[src/sv/itpc_pkg.sv]
// Shared types, symbol codes and lookup functions for the infix to postfix converter.
`timescale 1ns / 1ps

package itpc_pkg;

   localparam int CODE_W = 3;
   localparam int STATUS_W = 3;

   typedef logic [CODE_W-1:0] code_type;
   typedef logic [STATUS_W-1:0] status_type;

   // Stack entry codes
   localparam code_type CODE_OPEN = 3'd0;
   localparam code_type CODE_ADD  = 3'd1;
   localparam code_type CODE_SUB  = 3'd2;
   localparam code_type CODE_MUL  = 3'd3;
   localparam code_type CODE_DIV  = 3'd4;
   localparam code_type CODE_POW  = 3'd5;

   // Result status codes
   localparam status_type ST_OK        = 3'd0;
   localparam status_type ST_INVALID   = 3'd1;
   localparam status_type ST_UNMATCHED = 3'd2;
   localparam status_type ST_UNCLOSED  = 3'd3;
   localparam status_type ST_FULL      = 3'd4;

   // ASCII characters
   localparam logic [7:0] CHAR_OPEN  = 8'h28;
   localparam logic [7:0] CHAR_CLOSE = 8'h29;
   localparam logic [7:0] CHAR_MUL   = 8'h2A;
   localparam logic [7:0] CHAR_ADD   = 8'h2B;
   localparam logic [7:0] CHAR_SUB   = 8'h2D;
   localparam logic [7:0] CHAR_DIV   = 8'h2F;
   localparam logic [7:0] CHAR_POW   = 8'h5E;

   // Stack command from the sequencer
   typedef struct packed {
      logic     push;
      logic     pop;
      logic     reseed;
      code_type code;
   } stk_op_type;

   // Stack status toward the sequencer
   typedef struct packed {
      logic     empty;
      logic     single;
      logic     pair;
      logic     full;
      code_type top;
      code_type below;
   } stk_stat_type;

   function automatic code_type sym_to_code(input logic [7:0] sym);
      code_type c;
      case (sym)
         CHAR_ADD: c = CODE_ADD;
         CHAR_SUB: c = CODE_SUB;
         CHAR_MUL: c = CODE_MUL;
         CHAR_DIV: c = CODE_DIV;
         CHAR_POW: c = CODE_POW;
         default:  c = CODE_OPEN;
      endcase
      return c;
   endfunction

   function automatic logic [7:0] code_char(input code_type c);
      logic [7:0] ch;
      case (c)
         CODE_OPEN: ch = CHAR_OPEN;
         CODE_ADD:  ch = CHAR_ADD;
         CODE_SUB:  ch = CHAR_SUB;
         CODE_MUL:  ch = CHAR_MUL;
         CODE_DIV:  ch = CHAR_DIV;
         CODE_POW:  ch = CHAR_POW;
         default:   ch = 8'h00;
      endcase
      return ch;
   endfunction

   function automatic logic [1:0] code_prec(input code_type c);
      logic [1:0] p;
      case (c)
         CODE_ADD: p = 2'd1;
         CODE_SUB: p = 2'd1;
         CODE_MUL: p = 2'd2;
         CODE_DIV: p = 2'd2;
         CODE_POW: p = 2'd3;
         default:  p = 2'd0;
      endcase
      return p;
   endfunction

   function automatic logic is_alnum(input logic [7:0] sym);
      return (sym >= 8'h30 && sym <= 8'h39) || (sym >= 8'h41 && sym <= 8'h5A) ||
             (sym >= 8'h61 && sym <= 8'h7A);
   endfunction

endpackage

[src/sv/itpc_stack.sv]
// Operator stack: top entry in a register, the rest in a memory with a prefetched second entry.
`timescale 1ns / 1ps

module itpc_stack #(
   parameter int DEPTH = 64
) (
   input  logic                   clock,
   input  logic                   reset,
   input  itpc_pkg::stk_op_type   op,
   output itpc_pkg::stk_stat_type stat
);
   import itpc_pkg::*;

   localparam int CW = $clog2(DEPTH + 1);
   localparam int AW = $clog2(DEPTH);

   code_type          mem [DEPTH];
   logic [CW-1:0]     count_ff, count_in;
   code_type          top_ff, top_in;
   code_type          below_ff;
   logic [CW-1:0]     wr_idx, rd_idx;
   logic [AW-1:0]     wr_addr, rd_addr;
   logic              wr_en;

   always_comb begin
      count_in = count_ff;
      top_in   = top_ff;
      if (op.reseed) begin
         count_in = CW'(1);
         top_in   = CODE_OPEN;
      end else if (op.push) begin
         count_in = count_ff + CW'(1);
         top_in   = op.code;
      end else if (op.pop) begin
         count_in = count_ff - CW'(1);
         top_in   = below_ff;
      end
   end

   // Spill the old top below the new one on a push
   assign wr_en   = op.push && !op.reseed && (count_ff != '0);
   assign wr_idx  = count_ff - CW'(1);
   assign rd_idx  = count_in - CW'(2);
   assign wr_addr = wr_idx[AW-1:0];
   assign rd_addr = rd_idx[AW-1:0];

   always_ff @(posedge clock) begin
      if (reset) begin
         count_ff <= CW'(1);
         top_ff   <= CODE_OPEN;
      end else begin
         count_ff <= count_in;
         top_ff   <= top_in;
      end
   end

   // Keep the entry under the top ready; bypass the spilled top on a push
   always_ff @(posedge clock) begin
      if (wr_en) begin
         mem[wr_addr] <= top_ff;
         below_ff     <= top_ff;
      end else begin
         below_ff     <= mem[rd_addr];
      end
   end

   assign stat.empty  = (count_ff == '0);
   assign stat.single = (count_ff == CW'(1));
   assign stat.pair   = (count_ff == CW'(2));
   assign stat.full   = (count_ff == CW'(DEPTH));
   assign stat.top    = top_ff;
   assign stat.below  = below_ff;

endmodule

[src/sv/itpc_seq.sv]
// Sequencer: classifies each symbol, drives the precedence compare and pop loop, holds the result register.
`timescale 1ns / 1ps

module itpc_seq (
   input  logic                   clock,
   input  logic                   reset,
   input  logic                   req_tvalid,
   output logic                   req_tready,
   input  logic [7:0]             req_tdata,
   input  logic                   req_tlast,
   output logic                   rsp_tvalid,
   input  logic                   rsp_tready,
   output logic [7:0]             rsp_tdata,
   output logic [2:0]             rsp_tuser,
   output logic                   rsp_tlast,
   output itpc_pkg::stk_op_type   stk_op,
   input  itpc_pkg::stk_stat_type stk_stat
);
   import itpc_pkg::*;

   typedef enum logic [1:0] {
      S_IDLE,
      S_DISPATCH,
      S_OPER,
      S_CLOSE
   } state_type;

   state_type   state_ff, state_in;
   logic        err_ff, err_in;
   logic [7:0]  sym_ff, sym_in;
   logic        fin_ff, fin_in;
   code_type    code_ff, code_in;
   logic        rsp_valid_ff, rsp_valid_in;
   logic [7:0]  rsp_sym_ff, rsp_sym_in;
   status_type  rsp_status_ff, rsp_status_in;
   logic        rsp_last_ff, rsp_last_in;

   logic        can_emit;
   logic        emit;
   logic [7:0]  e_sym;
   status_type  e_status;
   logic        e_last;
   logic [1:0]  prec_cur;
   logic        top_stops, below_stops;

   assign can_emit    = !rsp_valid_ff || rsp_tready;
   assign prec_cur    = code_prec(code_ff);
   // Precedence compares: does the top or next stacked operator stop the pop loop?
   assign top_stops   = (stk_stat.top == CODE_OPEN) || (code_prec(stk_stat.top) < prec_cur);
   assign below_stops = (stk_stat.below == CODE_OPEN) || (code_prec(stk_stat.below) < prec_cur);

   always_comb begin
      state_in = state_ff;
      err_in   = err_ff;
      sym_in   = sym_ff;
      fin_in   = fin_ff;
      code_in  = code_ff;
      emit     = 1'b0;
      e_sym    = 8'h00;
      e_status = ST_OK;
      e_last   = 1'b0;
      stk_op   = '0;
      case (state_ff)
         S_IDLE: begin
            if (req_tvalid) begin
               sym_in   = req_tdata;
               fin_in   = req_tlast;
               code_in  = sym_to_code(req_tdata);
               state_in = S_DISPATCH;
            end
         end
         S_DISPATCH: begin
            if (fin_ff) begin
               if (err_ff) begin
                  stk_op.reseed = 1'b1;
                  err_in        = 1'b0;
                  state_in      = S_IDLE;
               end else begin
                  state_in = S_CLOSE;
               end
            end else if (err_ff) begin
               state_in = S_IDLE;
            end else if (sym_ff == CHAR_OPEN) begin
               if (stk_stat.full) begin
                  if (can_emit) begin
                     emit     = 1'b1;
                     e_status = ST_FULL;
                     e_last   = 1'b1;
                     err_in   = 1'b1;
                     state_in = S_IDLE;
                  end
               end else begin
                  stk_op.push = 1'b1;
                  stk_op.code = CODE_OPEN;
                  state_in    = S_IDLE;
               end
            end else if (is_alnum(sym_ff)) begin
               if (can_emit) begin
                  emit     = 1'b1;
                  e_sym    = sym_ff;
                  e_last   = 1'b1;
                  state_in = S_IDLE;
               end
            end else if (code_ff != CODE_OPEN) begin
               state_in = S_OPER;
            end else if (sym_ff == CHAR_CLOSE) begin
               state_in = S_CLOSE;
            end else if (can_emit) begin
               emit     = 1'b1;
               e_status = ST_INVALID;
               e_last   = 1'b1;
               err_in   = 1'b1;
               state_in = S_IDLE;
            end
         end
         S_OPER: begin
            if (stk_stat.empty) begin
               if (can_emit) begin
                  emit     = 1'b1;
                  e_status = ST_UNMATCHED;
                  e_last   = 1'b1;
                  err_in   = 1'b1;
                  state_in = S_IDLE;
               end
            end else if (top_stops) begin
               if (stk_stat.full) begin
                  if (can_emit) begin
                     emit     = 1'b1;
                     e_status = ST_FULL;
                     e_last   = 1'b1;
                     err_in   = 1'b1;
                     state_in = S_IDLE;
                  end
               end else begin
                  stk_op.push = 1'b1;
                  stk_op.code = code_ff;
                  state_in    = S_IDLE;
               end
            end else if (can_emit) begin
               // Last when the next entry stops the loop and the push then fits
               emit       = 1'b1;
               e_sym      = code_char(stk_stat.top);
               e_last     = !stk_stat.single && below_stops;
               stk_op.pop = 1'b1;
            end
         end
         S_CLOSE: begin
            if (stk_stat.empty) begin
               if (can_emit) begin
                  emit     = 1'b1;
                  e_status = ST_UNMATCHED;
                  e_last   = 1'b1;
                  err_in   = !fin_ff;
                  stk_op.reseed = fin_ff;
                  state_in = S_IDLE;
               end
            end else if (stk_stat.top == CODE_OPEN) begin
               if (fin_ff) begin
                  if (!stk_stat.single) begin
                     if (can_emit) begin
                        emit          = 1'b1;
                        e_status      = ST_UNCLOSED;
                        e_last        = 1'b1;
                        err_in        = 1'b0;
                        stk_op.reseed = 1'b1;
                        state_in      = S_IDLE;
                     end
                  end else begin
                     err_in        = 1'b0;
                     stk_op.reseed = 1'b1;
                     state_in      = S_IDLE;
                  end
               end else begin
                  stk_op.pop = 1'b1;
                  state_in   = S_IDLE;
               end
            end else if (can_emit) begin
               emit       = 1'b1;
               e_sym      = code_char(stk_stat.top);
               e_last     = !stk_stat.single && (stk_stat.below == CODE_OPEN) &&
                            (!fin_ff || stk_stat.pair);
               stk_op.pop = 1'b1;
            end
         end
         default: begin
            state_in = S_IDLE;
         end
      endcase
   end

   always_comb begin
      rsp_valid_in  = rsp_valid_ff && !rsp_tready;
      rsp_sym_in    = rsp_sym_ff;
      rsp_status_in = rsp_status_ff;
      rsp_last_in   = rsp_last_ff;
      if (emit) begin
         rsp_valid_in  = 1'b1;
         rsp_sym_in    = e_sym;
         rsp_status_in = e_status;
         rsp_last_in   = e_last;
      end
   end

   always_ff @(posedge clock) begin
      if (reset) begin
         state_ff     <= S_IDLE;
         err_ff       <= 1'b0;
         rsp_valid_ff <= 1'b0;
      end else begin
         state_ff     <= state_in;
         err_ff       <= err_in;
         rsp_valid_ff <= rsp_valid_in;
      end
      sym_ff        <= sym_in;
      fin_ff        <= fin_in;
      code_ff       <= code_in;
      rsp_sym_ff    <= rsp_sym_in;
      rsp_status_ff <= rsp_status_in;
      rsp_last_ff   <= rsp_last_in;
   end

   assign req_tready = (state_ff == S_IDLE);
   assign rsp_tvalid = rsp_valid_ff;
   assign rsp_tdata  = rsp_sym_ff;
   assign rsp_tuser  = rsp_status_ff;
   assign rsp_tlast  = rsp_last_ff;

   a_no_push_full : assert property (@(posedge clock) disable iff (reset)
      stk_op.push |-> !stk_stat.full)
      else $error("push while stack full");

   a_no_pop_empty : assert property (@(posedge clock) disable iff (reset)
      stk_op.pop |-> !stk_stat.empty)
      else $error("pop while stack empty");

   a_one_stack_op : assert property (@(posedge clock) disable iff (reset)
      $onehot0({stk_op.push, stk_op.pop, stk_op.reseed}))
      else $error("conflicting stack commands");

   a_error_latches : assert property (@(posedge clock) disable iff (reset)
      (emit && (e_status != ST_OK) && !fin_ff) |=> err_ff)
      else $error("error result without latch");

   a_emit_needs_room : assert property (@(posedge clock) disable iff (reset)
      emit |-> can_emit)
      else $error("result overwrote a pending transaction");

endmodule

[src/sv/infix_to_postfix_converter_top.sv]
// Top level of the infix to postfix converter: sequencer plus operator stack.
//
// Usage: send one ASCII character of an infix expression per req_ transaction;
// assert req_tlast on a transaction that ends the expression (its data is
// ignored). Postfix symbols come out on rsp_ with rsp_tuser carrying status
// (0 ok, 1 invalid symbol, 2 unmatched close, 3 unclosed open, 4 stack full)
// and rsp_tlast on the last result of each input transaction. An input may
// produce no result ('(', an operator or ')' popping nothing, or an empty finish).
// Throughput: one item at a time; req_tready is high only while idle.
// An operand or '(' is handled in the dispatch state; results are registered.
// An operator, ')' or finish goes on from dispatch to a pop loop that runs one
// stack entry per cycle when rsp_tready allows; operators pop by precedence.
// After an error, non-finish inputs are dropped until the next finish.
// Reset (synchronous) leaves the stack holding only the opening sentinel.
// A stalled rsp_tready holds the pending result and freezes the pop loop;
// the block keeps going as soon as the output register frees up.
`timescale 1ns / 1ps

module infix_to_postfix_converter_top #(
   parameter int STACK_DEPTH = 64
) (
   input  logic       clock,
   input  logic       reset,
   input  logic       req_tvalid,
   output logic       req_tready,
   input  logic [7:0] req_tdata,   // [7:0] symbol
   input  logic       req_tlast,   // finish
   output logic       rsp_tvalid,
   input  logic       rsp_tready,
   output logic [7:0] rsp_tdata,   // [7:0] out_symbol
   output logic [2:0] rsp_tuser,   // [2:0] status
   output logic       rsp_tlast    // last
);
   import itpc_pkg::*;

   stk_op_type   stk_op;
   stk_stat_type stk_stat;

   itpc_seq u_seq (
      .clock      (clock),
      .reset      (reset),
      .req_tvalid (req_tvalid),
      .req_tready (req_tready),
      .req_tdata  (req_tdata),
      .req_tlast  (req_tlast),
      .rsp_tvalid (rsp_tvalid),
      .rsp_tready (rsp_tready),
      .rsp_tdata  (rsp_tdata),
      .rsp_tuser  (rsp_tuser),
      .rsp_tlast  (rsp_tlast),
      .stk_op     (stk_op),
      .stk_stat   (stk_stat)
   );

   itpc_stack #(
      .DEPTH (STACK_DEPTH)
   ) u_stack (
      .clock (clock),
      .reset (reset),
      .op    (stk_op),
      .stat  (stk_stat)
   );

endmodule
[config.mk]
export PLATFORM = sky130hd
export DESIGN_NAME = infix_to_postfix_converter_top
export DESIGN_NICKNAME = d
export VERILOG_FILES = /design/src/sv/itpc_pkg.sv /design/src/sv/itpc_stack.sv /design/src/sv/itpc_seq.sv /design/src/sv/infix_to_postfix_converter_top.sv
export SDC_FILE = /design/constraint.sdc
export NUM_CORES = 1
export LEC_CHECK = 0
export BUFFER_PORTS_ARGS = -buffer_cell sky130_fd_sc_hd__clkbuf_2
export CORE_MARGIN = 2
export CORE_UTILIZATION = 65
export CTS_CLUSTER_SIZE = 14
export DETAILED_ROUTE_END_ITERATION = 7
export GPL_ROUTABILITY_DRIVEN = 0
export GPL_TIMING_DRIVEN = 0
export PLACE_DENSITY = 0.87
export SLEW_MARGIN = 20
export SYNTH_ARGS = -nofsm -noshare
export SYNTH_HDL_FRONTEND = slang
export SYNTH_SLANG_ARGS = --single-unit
[constraint.sdc]
create_clock -name clock -period 12.14 [get_ports clock]
set_clock_uncertainty 0.15 [all_clocks]
set_input_delay 2.428 -clock clock [delete_from_list [all_inputs] [get_ports clock]]
set_output_delay 2.428 -clock clock [all_outputs]
set_load 0.01 [all_outputs]
==> out/results.ini, run 1 <==
[synthesis]
postSynthCellCount=765
synth_top_area_cell=edfxtp_1
syn-num-nets=790
ys_ff_latch=236
synth_ff_type=edfxtp_1
avgSynthCellArea_um2=14.0
netlist.area_leader.share=0.604
synth_edf_count=216
synth_area_leaders=edfxtp_1 (60%), mux4_2 (8.6%), dfxtp_1 (3.7%)
synth_xor_area_frac=0.00816
synth_compound_area_frac=0.0808
synth_area_mm2=0.0107
synth_warnings=0
ys_async_sr_fraction=0
synthMuxAreaShare=0.120
synth-adder-area-share=0.0140
yosys.area_share.simple=0.111
ys_seq_area_frac=0.642
synth_top_family_by_area=multiplexers
ys_types=73

[global_route]
grt_pass1_wl_mm=39.4
antenna_found_initial=0
overflow=0
grt_pass1_vias=7069
grt_max_degree=53
track_usage=0.293

[floorplan]
core_region_area_mm2=0.0160
fp.dieW_um=132
dieArea_mm2=0.0176
num_io_pins=27
initial_core_util=0.671
num_rows=46
die_h_um=132

[cells_and_area]
post-route-util=0.744
drive_above_1_share=0.158
area_delta_synth_final_pct=11.0
antenna_cells=0
fin_nets=843

[pwr]
swShare=0.209
peakVddDrop_v=0.000126
power.total_mw=1.64
internal_power_mw=1.30
powerDensity_mw_per_mm2=138
pwr-share-comb=0.044
power_switching_mw=0.344
p_leak_nw=4.40
seq_power_share=0.542
clockPowerShare=0.414

[worst_setup_path]
cp-startpoint=rsp_tready
critPathArrivalTime_ns=5.50
endpoint=u_stack.mem[29][0]
rr_worst_depth=11
cp-start-kind=input port
critical_path_required_ns=12.17
worstSetupEndpointType=flop
crit_fanout=10
worstReg2RegStart=u_stack.top_ff[2]
reg2reg_setup_slack_ns=7.32
r2r-end=u_stack.mem[29][0]
worstSetupPathType=in2reg

[sta]
fin_crit_sh=0.451
tightest_slew_ns=0.937
slew_headroom=0.369
setup_viol=0
timing.fmax_mhz=183
slew_viol_final=0
grt_setup_unrepaired=no
fin_crit_ns=5.48
finalHoldViolCount=0
setup_ws_ns=6.66
tns_ns=0

[clocking]
h-tree-depth=1
cts_setup_buffers=0
hold_buffers=0
ctsResizeCount=0
numCtsBuffers=23
numClockSinks=236
cts_tree=built
worstSkewPairLatency_ns=0.51
cts.path.max_buffers=3
clockRootBuffer=clkbuf_16
clk_pin_slew_worst_paths_ns=0.06

[detailed_routing]
wl_mm=25.5
drt_iter0_markers=1097
drc_errors=0
ant_nets=0
wl_per_cell_um=24.2
num_vias=7242
via_per_inst=6.89
dr.pass1.iters=8

[status]
status=finished, final reports clean

[min_path]
hp-start=u_seq.state_ff[1]
min_path_type=reg2reg
min_path_cells=2

[placement]
place_hpwl_mm=16.3
portBuffers=25
dp_slack_ns=6.32

[flow_run]
cap_violations=0

## worst min path at each step
| stage | slack (ns) | to |
|---|---|---|
| after floorplan | 0.34 | u_seq.state_ff[1] |
| after global placement | 0.35 | u_seq.state_ff[1] |
| after detailed placement | 0.40 | u_seq.state_ff[1] |
| after CTS | 0.41 | u_seq.state_ff[1] |
| after global routing | 0.43 | u_seq.state_ff[1] |
| final | 0.40 | u_seq.state_ff[1] |
## kinds of logic (layout without fill, tap and decap cells)
group / after synthesis / count (layout)
AOI/OAI and AO/OA: 129 / 129
xor gates and xnor gates: 10 / 10
adders and majority gates: 12 / 12
buffers and inverters: 60 / 130
DFF: 236 / 236
muxes: 70 / 70
other: 1 / 1
and+or+nand+nor: 247 / 247
## placed cells by master, fill, tap and decap left out, types with 4 or more instances in the layout
| cell | count |
|---|---|
| nand2b_1 | 5 |
| nand3_1 | 17 |
| a221oi_1 | 4 |
| a31oi_1 | 7 |
| buf_2 | 5 |
| and2_1 | 6 |
| dfxtp_1 | 17 |
| ha_1 | 12 |
| nor2b_1 | 5 |
| mux4_2 | 41 |
| buf_1 | 7 |
| or4_1 | 5 |
| nand2_1 | 49 |
| mux4_1 | 4 |
| nor3_1 | 15 |
| a22oi_1 | 6 |
| clkbuf_16 | 23 |
| clkinv_1 | 5 |
| clkbuf_2 | 25 |
| clkinv_2 | 4 |
| clkbuf_1 | 32 |
| or2_2 | 4 |
| mux2i_1 | 19 |
| nor2_1 | 98 |
| o21ai_0 | 23 |
| o22ai_1 | 11 |
| buf_12 | 4 |
| edfxtp_1 | 216 |
| xnor2_1 | 8 |
| a221o_1 | 5 |
| or3_1 | 7 |
| and3_1 | 4 |
| inv_1 | 17 |
| a211oi_1 | 5 |
| mux2_2 | 6 |
| a21oi_1 | 29 |
| nand4_1 | 6 |
| nor4_1 | 7 |
## state kept, by name, indices dropped and copies added (netlist names), named ones only
register / count
u_stack.mem: 192
u_stack.count_ff: 7
u_seq.fin_ff: 1
u_seq.rsp_tlast: 1
u_seq.sym_ff: 8
u_seq.rsp_tdata: 8
u_seq.rsp_tuser: 3
u_seq.err_ff: 1
u_stack.top_ff: 3
u_seq.rsp_tvalid: 1
u_seq.code_ff: 3
u_seq.state_ff: 2
## final cells by class
type,count,area [µm²]
flip-flops and latches,236,6890
fillers,943,4090
multi-input cells,469,3590
clock buffers,31,636
well taps,216,270
plain buffers,42,195
repair buffers,28,185
clock inverters,11,77.6
inverters,18,67.6
## cells in the mapped netlist, drive strengths merged, types with 7 or more instances
cell type,number
dfxtp,20
or3,7
a31oi,7
buf,15
or2,7
nor2,98
edfxtp,216
inv,18
nand3,17
nor4,8
mux2i,19
mux4,45
ha,12
a21oi,32
xnor2,8
o22ai,11
clkbuf,27
o21ai,26
nor3,16
nand2,49
## power groups by stage
stage / sequential (mW) / combinational [mW] / clock, mW
floorplan: 0.907 / 0.0484 / 0
global placement: 0.910 / 0.0635 / 0
detailed placement: 0.908 / 0.0694 / 0
CTS: 0.891 / 0.0705 / 0.680
global route: 0.891 / 0.0775 / 0.708
finish: 0.891 / 0.0722 / 0.680
## routing by layer
metal  part of all wire  track usage
met5                  0            0
met4              0.044        0.112
met3               0.10       0.0548
met2               0.50        0.495
met1               0.36        0.383
## per-stage QoR
stage | cell area [µm²] | hold slack [ns] | cells
3_5_place_dp | 11200 | 0.397 | 1009
4_1_cts | 11900 | 0.405 | 1051
3_3_place_gp | 11100 | 0.354 | 1006
2_1_floorplan | 10700 | 0.337 | 765
5_1_grt | 11900 | 0.426 | 1051
6_report | 11900 | 0.404 | 1051
## worst max-delay path, cell delays in order
cell      delay, ns
clkbuf_2       0.09
nor2b_1        0.09
clkbuf_1       0.39
o41ai_1        0.20
a22oi_1        0.19
o21ai_1        0.13
clkbuf_1       0.24
nor4_1         0.59
nand3_1        0.65
nor2_1         0.48
Note: power is estimated with default switching activity, not from simulation.
==> run 2: changes to the inputs <==
--- a/config.mk
+++ b/config.mk
@@ -7,12 +7,12 @@
 export LEC_CHECK = 0
 export BUFFER_PORTS_ARGS = -buffer_cell sky130_fd_sc_hd__clkbuf_2
 export CORE_MARGIN = 2
-export CORE_UTILIZATION = 65
+export CORE_UTILIZATION = 62
 export CTS_CLUSTER_SIZE = 14
 export DETAILED_ROUTE_END_ITERATION = 7
 export GPL_ROUTABILITY_DRIVEN = 0
 export GPL_TIMING_DRIVEN = 0
-export PLACE_DENSITY = 0.87
+export PLACE_DENSITY = 0.84
 export SLEW_MARGIN = 20
 export SYNTH_ARGS = -nofsm -noshare
 export SYNTH_HDL_FRONTEND = slang
==> constraint.sdc (replaced) <==
create_clock -name clock -period 5.7 [get_ports clock]
set_clock_uncertainty 0.15 [all_clocks]
set_input_delay 1.14 -clock clock [delete_from_list [all_inputs] [get_ports clock]]
set_output_delay 1.14 -clock clock [all_outputs]
set_load 0.01 [all_outputs]
==> run 2 against run 1 <==
  * Sequential power rose by 110%
  * Die area rose by 4.7%
  * Clock-buffer cell count fell by 5
  * First-iteration DRC count fell by 3.6%
  * Combinational power rose by 110%
  * Hold slack got worse by 0.030 ns
  * Flip-flop and latch count did not move
==> out/results.ini, run 2 (synthesized netlist as in run 1, its figures left out) <==
[min_path]
min_path_cells=2  ; unchanged
hp-start=u_seq.state_ff[1]
min_path_type=reg2reg
hold_end=u_seq.state_ff[1]

[placement]
place_hpwl_mm=16.6  ; +1.6%
dpl_cell_area_mm2=0.0112  ; +0.27%
dp_cells=1018  ; +0.89%
portBuffers=25  ; unchanged

[worst_setup_path]
cpMaxStageDelayCell=dfxtp_2
r2r-end=u_stack.mem[1][2]
critical_path_required_ns=5.73  ; -6.44 ns
slowest_delay_ns=0.80  ; +0.15 ns
cp_top_family=simple AND/OR/NAND/NOR gates
cp-start-kind=flop
critPathArrivalTime_ns=5.07  ; -0.43 ns
worstSetupEndpointType=flop
worstReg2RegStart=u_stack.top_ff[1]
reg2reg_setup_slack_ns=0.66  ; -6.66 ns
cp_cell_sequence=clkbuf_1 -> nand2b_1 -> nand2_1 -> ha_1 -> nand2_1 -> nand4_1 -> a21oi_1 -> nor2_1 -> nor4_1 -> nand3_1 -> nor2_1
rr_worst_depth=11  ; unchanged
crit_fanout=36  ; +26
worstSetupPathType=reg2reg
crit_buf_inv=1  ; -2

[sta]
finalHoldViolCount=0  ; unchanged
grt_setup_unrepaired=no
slew_headroom=0.302  ; -0.0673
tns_ns=0  ; unchanged
fin_crit_sh=0.885
setup_viol=0  ; unchanged
holdWs_ns=0.374  ; -0.0300 ns
slew_viol_final=0  ; unchanged
timing.fmax_mhz=198
fin_crit_ns=5.04
tightest_slew_ns=1.04  ; +0.100 ns

[floorplan]
num_io_pins=27  ; unchanged
initial_core_util=0.627  ; -0.0437
fp.dieW_um=136  ; +2.3%
core_region_area_mm2=0.0171  ; +7.0%
num_rows=48  ; +4.3%
die_h_um=136  ; +2.3%
dieArea_mm2=0.0184  ; +4.7%

[cells_and_area]
fin_cells=1063  ; +1.1%
top_register=u_stack.mem
fin_nets=844  ; +0.12%
nFillCells=1075  ; +14%
final_cell_mix=edfxtp_1 (216), nor2_1 (98), nand2_1 (49), mux4_2 (41)
postLayoutCellArea_mm2=0.0120  ; +0.86%
largest_reg_flops=192  ; unchanged
drive_above_1_share=0.162  ; +0.00440
final_common_cell=edfxtp_1
area_delta_synth_final_pct=11.9

[global_route]
grt_pass1_vias=7167  ; +1.4%
track_usage=0.291  ; -0.00221
antenna_found_initial=0  ; unchanged
grt_pass1_wl_mm=40.2  ; +2.0%
overflow=0  ; unchanged
grt_max_degree=46  ; -13%

[clocking]
ctsResizeCount=0  ; unchanged
numClockSinks=236  ; unchanged
h-tree-depth=1  ; unchanged
cts_tree=built
cts.path.max_buffers=3  ; unchanged
clockRootBuffer=clkbuf_16
cts_setup_buffers=0  ; unchanged
clk_pin_slew_worst_paths_ns=0.06  ; about the same
hold_buffers=0  ; unchanged
worstSkewPairLatency_ns=0.53  ; +0.02 ns
numCtsBuffers=24  ; +4.3%

[status]
status=finished, final reports clean

[detailed_routing]
num_vias=7214  ; -0.39%
drt_iter0_markers=1057  ; -3.6%
drc_errors=0  ; unchanged
ant_nets=0  ; unchanged
wl_per_cell_um=24.3  ; +0.15%
wl_mm=25.8  ; +1.3%
dr.pass1.iters=5  ; -3
via_per_inst=6.79  ; -1.5%

[flow_run]
cap_violations=0  ; unchanged

[pwr]
peakVddDrop_v=0.000239  ; +89%
powerDensity_mw_per_mm2=301  ; +120%
p_leak_nw=4.43  ; +0.87%

-- run 2: cell types whose count changed in the layout (fill, tap and decap cells not counted), moves of 2 or more --
cell,delta
clkbuf_8,-3
clkbuf_1,-3
buf_16,+2
buf_12,-2
bufinv_16,+2
clkinv_4,+2
-- run 2: worst reg2reg max path: stages, from the launching register on --
cell      delay (ns)
dfxtp_2         0.80
clkbuf_1        0.37
nand2b_1        0.20
nand2_1         0.07
ha_1            0.21
nand2_1         0.08
nand4_1         0.15
a21oi_1         0.66
nor2_1          0.35
nor4_1          0.52
nand3_1         0.62
nor2_1          0.50
-- run 2: through the flow --
stage	utilization	setup slack [ns]	power (mW)
after detailed placement	0.656	0.784	2.08
final	0.702	0.657	3.62
after global placement	0.651	0.117	2.07
after global routing	0.702	0.381	3.70
after CTS	0.702	0.739	3.62
after floorplan	-	1.67	2.03
-- run 2: final cells by class --
cell class / instances / area [µm²] / area share
Sequential cell: 236 / 6890 / 0.574
Multi-Input combinational cell: 469 / 3590 / 0.299
Clock buffer: 26 / 608 / 0.0506
Tap cell: 225 / 282 / 0.0234
Timing Repair Buffer: 28 / 200 / 0.0167
Buffer: 42 / 195 / 0.0163
Clock inverter: 18 / 179 / 0.0149
Inverter: 18 / 67.6 / 0.00563
Antenna cell: 1 / 2.50 / 0.000208
-- run 2: how the worst max path moves through the flow --
stage,start,endpoint,slack (ns),cells after the start
floorplan,u_stack.top_ff[1],u_stack.mem[13][0],1.67,11
global placement,u_stack.top_ff[2],u_stack.mem[49][1],0.12,11
detailed placement,u_stack.top_ff[1],u_stack.mem[1][2],0.78,11
CTS,u_stack.top_ff[1],u_stack.mem[1][2],0.74,11
global route,u_stack.top_ff[1],u_stack.mem[61][1],0.38,11
finish,u_stack.top_ff[1],u_stack.mem[1][2],0.66,11
-- run 2: per-layer routing --
layer	share of wire	wire [µm]	vias to the layer above	GRT usage
li1	-	-	3101	-
met1	0.36	9270	3506	0.371
met2	0.50	12900	508	0.494
met3	0.097	2500	99	0.0513
met4	0.044	1140	0	0.126
met5	0	0	-	0
-- run 2: where the power goes --
part           internal (mW)  switching [mW]  leakage, nW
registers               1.88          0.0156         2.51
logic                 0.0575          0.0964         1.54
clock network          0.911           0.656        0.385
==> run 3: changes to the inputs <==
--- a/config.mk
+++ b/config.mk
@@ -13,6 +13,7 @@
 export GPL_ROUTABILITY_DRIVEN = 0
 export GPL_TIMING_DRIVEN = 0
 export PLACE_DENSITY = 0.84
+export RECOVER_POWER = 25
 export SLEW_MARGIN = 20
 export SYNTH_ARGS = -nofsm -noshare
 export SYNTH_HDL_FRONTEND = slang
==> run 3 against run 2 <==
  * The flow now finishes with violations (max-capacitance violations, max-slew violations)
  * Sequential share of layout area increased by 0.12 points
  * Die area unchanged
  * Worst setup slack got worse by 0.23 ns
  * Critical path type unchanged
  * Register-to-register slack got worse by 0.23 ns
  * Largest power group unchanged
  * Clock power about the same
  * Sequential power about the same
==> out/results.ini, run 3 (synthesized netlist as in run 1, its figures left out) <==
[sta]
finalHoldViolCount=0  ; unchanged
timing.fmax_mhz=190  ; -4.3%
slew_headroom=-0.275  ; -0.577
grt_setup_unrepaired=no
tns_ns=0  ; unchanged
setup_viol=0  ; unchanged
fin_crit_sh=0.925  ; +0.0401
fin_crit_ns=5.27  ; +0.228 ns
tightest_slew_ns=1.91  ; +0.875 ns
setup_ws_ns=0.429  ; -0.228 ns
slew_viol_final=46  ; +46

[worst_setup_path]
critPathArrivalTime_ns=5.30  ; +0.23 ns
crit_fanout=32  ; -11%
worstSetupEndpointType=flop
cpMaxStageDelayCell=dfxtp_1
timing.critical_path.mode_cell=nor2_1
cp-start-kind=flop
slowest_delay_ns=1.17  ; +0.37 ns
critical_path_required_ns=5.73  ; about the same
worstSetupPathType=reg2reg
cp_cell_sequence=clkbuf_1 -> o22ai_1 -> a221o_1 -> a21oi_1 -> nor2_1 -> nor4_1 -> nand3_1 -> nor2_1

[pwr]
power_switching_mw=0.767  ; -0.15%
clockPowerShare=0.433  ; about the same
pwr-share-comb=0.042  ; about the same
internal_power_mw=2.85  ; about the same
p_leak_nw=4.40  ; -0.72%
swShare=0.212  ; about the same
peakVddDrop_v=0.000238  ; -0.16%
seq_power_share=0.525  ; about the same
powerDensity_mw_per_mm2=302  ; +0.18%

[global_route]
grt_pass1_wl_mm=40.2  ; unchanged
grt_max_degree=46  ; unchanged
grt_busiest_layer=met2
gr-usage-met2=0.494  ; unchanged
track_usage=0.291  ; unchanged
grt.met3_usage=0.0513  ; unchanged
antenna_found_initial=0  ; unchanged
grt_pass1_vias=7167  ; unchanged
overflow=0  ; unchanged
use_met1=0.371  ; unchanged

[floorplan]
num_io_pins=27  ; unchanged
fp.dieW_um=136  ; unchanged
core_region_area_mm2=0.0171  ; unchanged
die_h_um=136  ; unchanged
initial_core_util=0.627  ; unchanged
num_rows=48  ; unchanged
dieArea_mm2=0.0184  ; unchanged

[detailed_routing]
via_per_inst=6.85  ; +0.87%
num_vias=7277  ; +0.87%
wl_per_cell_um=24.3  ; +0.15%
wl_mm=25.8  ; +0.15%
dr.pass1.iters=6  ; +1
drt_iter0_markers=1035  ; -2.1%
drc_errors=0  ; unchanged
ant_nets=0  ; unchanged

[clocking]
numClockSinks=236  ; unchanged
clk_pin_slew_worst_paths_ns=0.06  ; about the same
ctsResizeCount=0  ; unchanged
cts_setup_buffers=0  ; unchanged
worstSkewPairLatency_ns=0.53  ; about the same
clockRootBuffer=clkbuf_16
cts_tree=built
hold_buffers=0  ; unchanged
h-tree-depth=1  ; unchanged
numCtsBuffers=24  ; unchanged
cts.path.max_buffers=3  ; unchanged

[status]
status=complete, but fails checks
violations=max-capacitance violations, max-slew violations

[cells_and_area]
final_cell_mix=edfxtp_1 (216), nor2_1 (98), nand2_1 (49), mux4_2 (41), clkbuf_1 (38)
final_common_cell=edfxtp_1
top_register=u_stack.mem
fin_nets=844  ; unchanged
area_delta_synth_final_pct=11.6
drive_above_1_share=0.149  ; -0.0131
largest_reg_flops=192  ; unchanged

[placement]
portBuffers=25  ; unchanged
dp_slack_ns=0.784  ; unchanged
place_hpwl_mm=16.6  ; unchanged

[min_path]
min_path_type=reg2reg

[flow_run]
cap_violations=1  ; +1

run 3: cell count changes in the layout (fill, tap and decap cells not counted), sizes merged:
cell / before / now
clkbuf: 78 / 79
buf: 18 / 17
run 3: power by group through the flow:
| stage | Combinational (mW) | Clock (mW) | Sequential (mW) |
|---|---|---|---|
| 6_report | 0.153 | 1.57 | 1.90 |
| 4_1_cts | 0.150 | 1.57 | 1.90 |
| 2_1_floorplan | 0.103 | 0 | 1.93 |
| 3_3_place_gp | 0.137 | 0 | 1.94 |
| 5_1_grt | 0.164 | 1.63 | 1.90 |
| 3_5_place_dp | 0.148 | 0 | 1.94 |
run 3: worst paths after layout:
kind | startpoint | end | slack, ns | cells past startpoint
min reg2reg | u_seq.state_ff[1] | u_seq.state_ff[1] | 0.37 | 2
max | u_stack.top_ff[0] | u_stack.mem[1][2] | 0.43 | 8
max reg2reg | u_stack.top_ff[0] | u_stack.mem[1][2] | 0.43 | 8
min | u_seq.state_ff[1] | u_seq.state_ff[1] | 0.37 | 2
run 3: routing by layer:
metal  vias up  wire length [µm]
li1       3100                 -
met5         -                 0
met1      3517              9140
met2       563             12900
met3        97              2620
met4         0              1130
run 3: cell type report:
class / instances / area (µm²)
Antenna cell: 1 / 2.50
Buffer: 42 / 195
Clock buffer: 26 / 608
Clock inverter: 18 / 179
Fill cell: 1081 / 5130
Inverter: 18 / 67.6
Multi-Input combinational cell: 469 / 3590
Sequential cell: 236 / 6890
Tap cell: 225 / 282
Timing Repair Buffer: 28 / 174
run 3: per-stage QoR:
step                      cells  total power, mW  instance area, µm²   util  hold slack (ns)
after global routing       1062             3.70               12000  0.700            0.425
after floorplan             765             2.03               10700      -            0.337
after detailed placement   1018             2.08               11200  0.656            0.368
after global placement     1015             2.07               11100  0.651            0.358
after CTS                  1062             3.62               12000  0.702            0.377
final                      1063             3.62               12000  0.700            0.374
run 3: worst max-delay path, delay by kind of cell (launching register included):
family	cells	cell delay (ns)
AOI/OAI and AO/OA	3	1.20
buffers and inverters	1	0.37
DFF	1	1.17
and+or+nand+nor	4	2.01
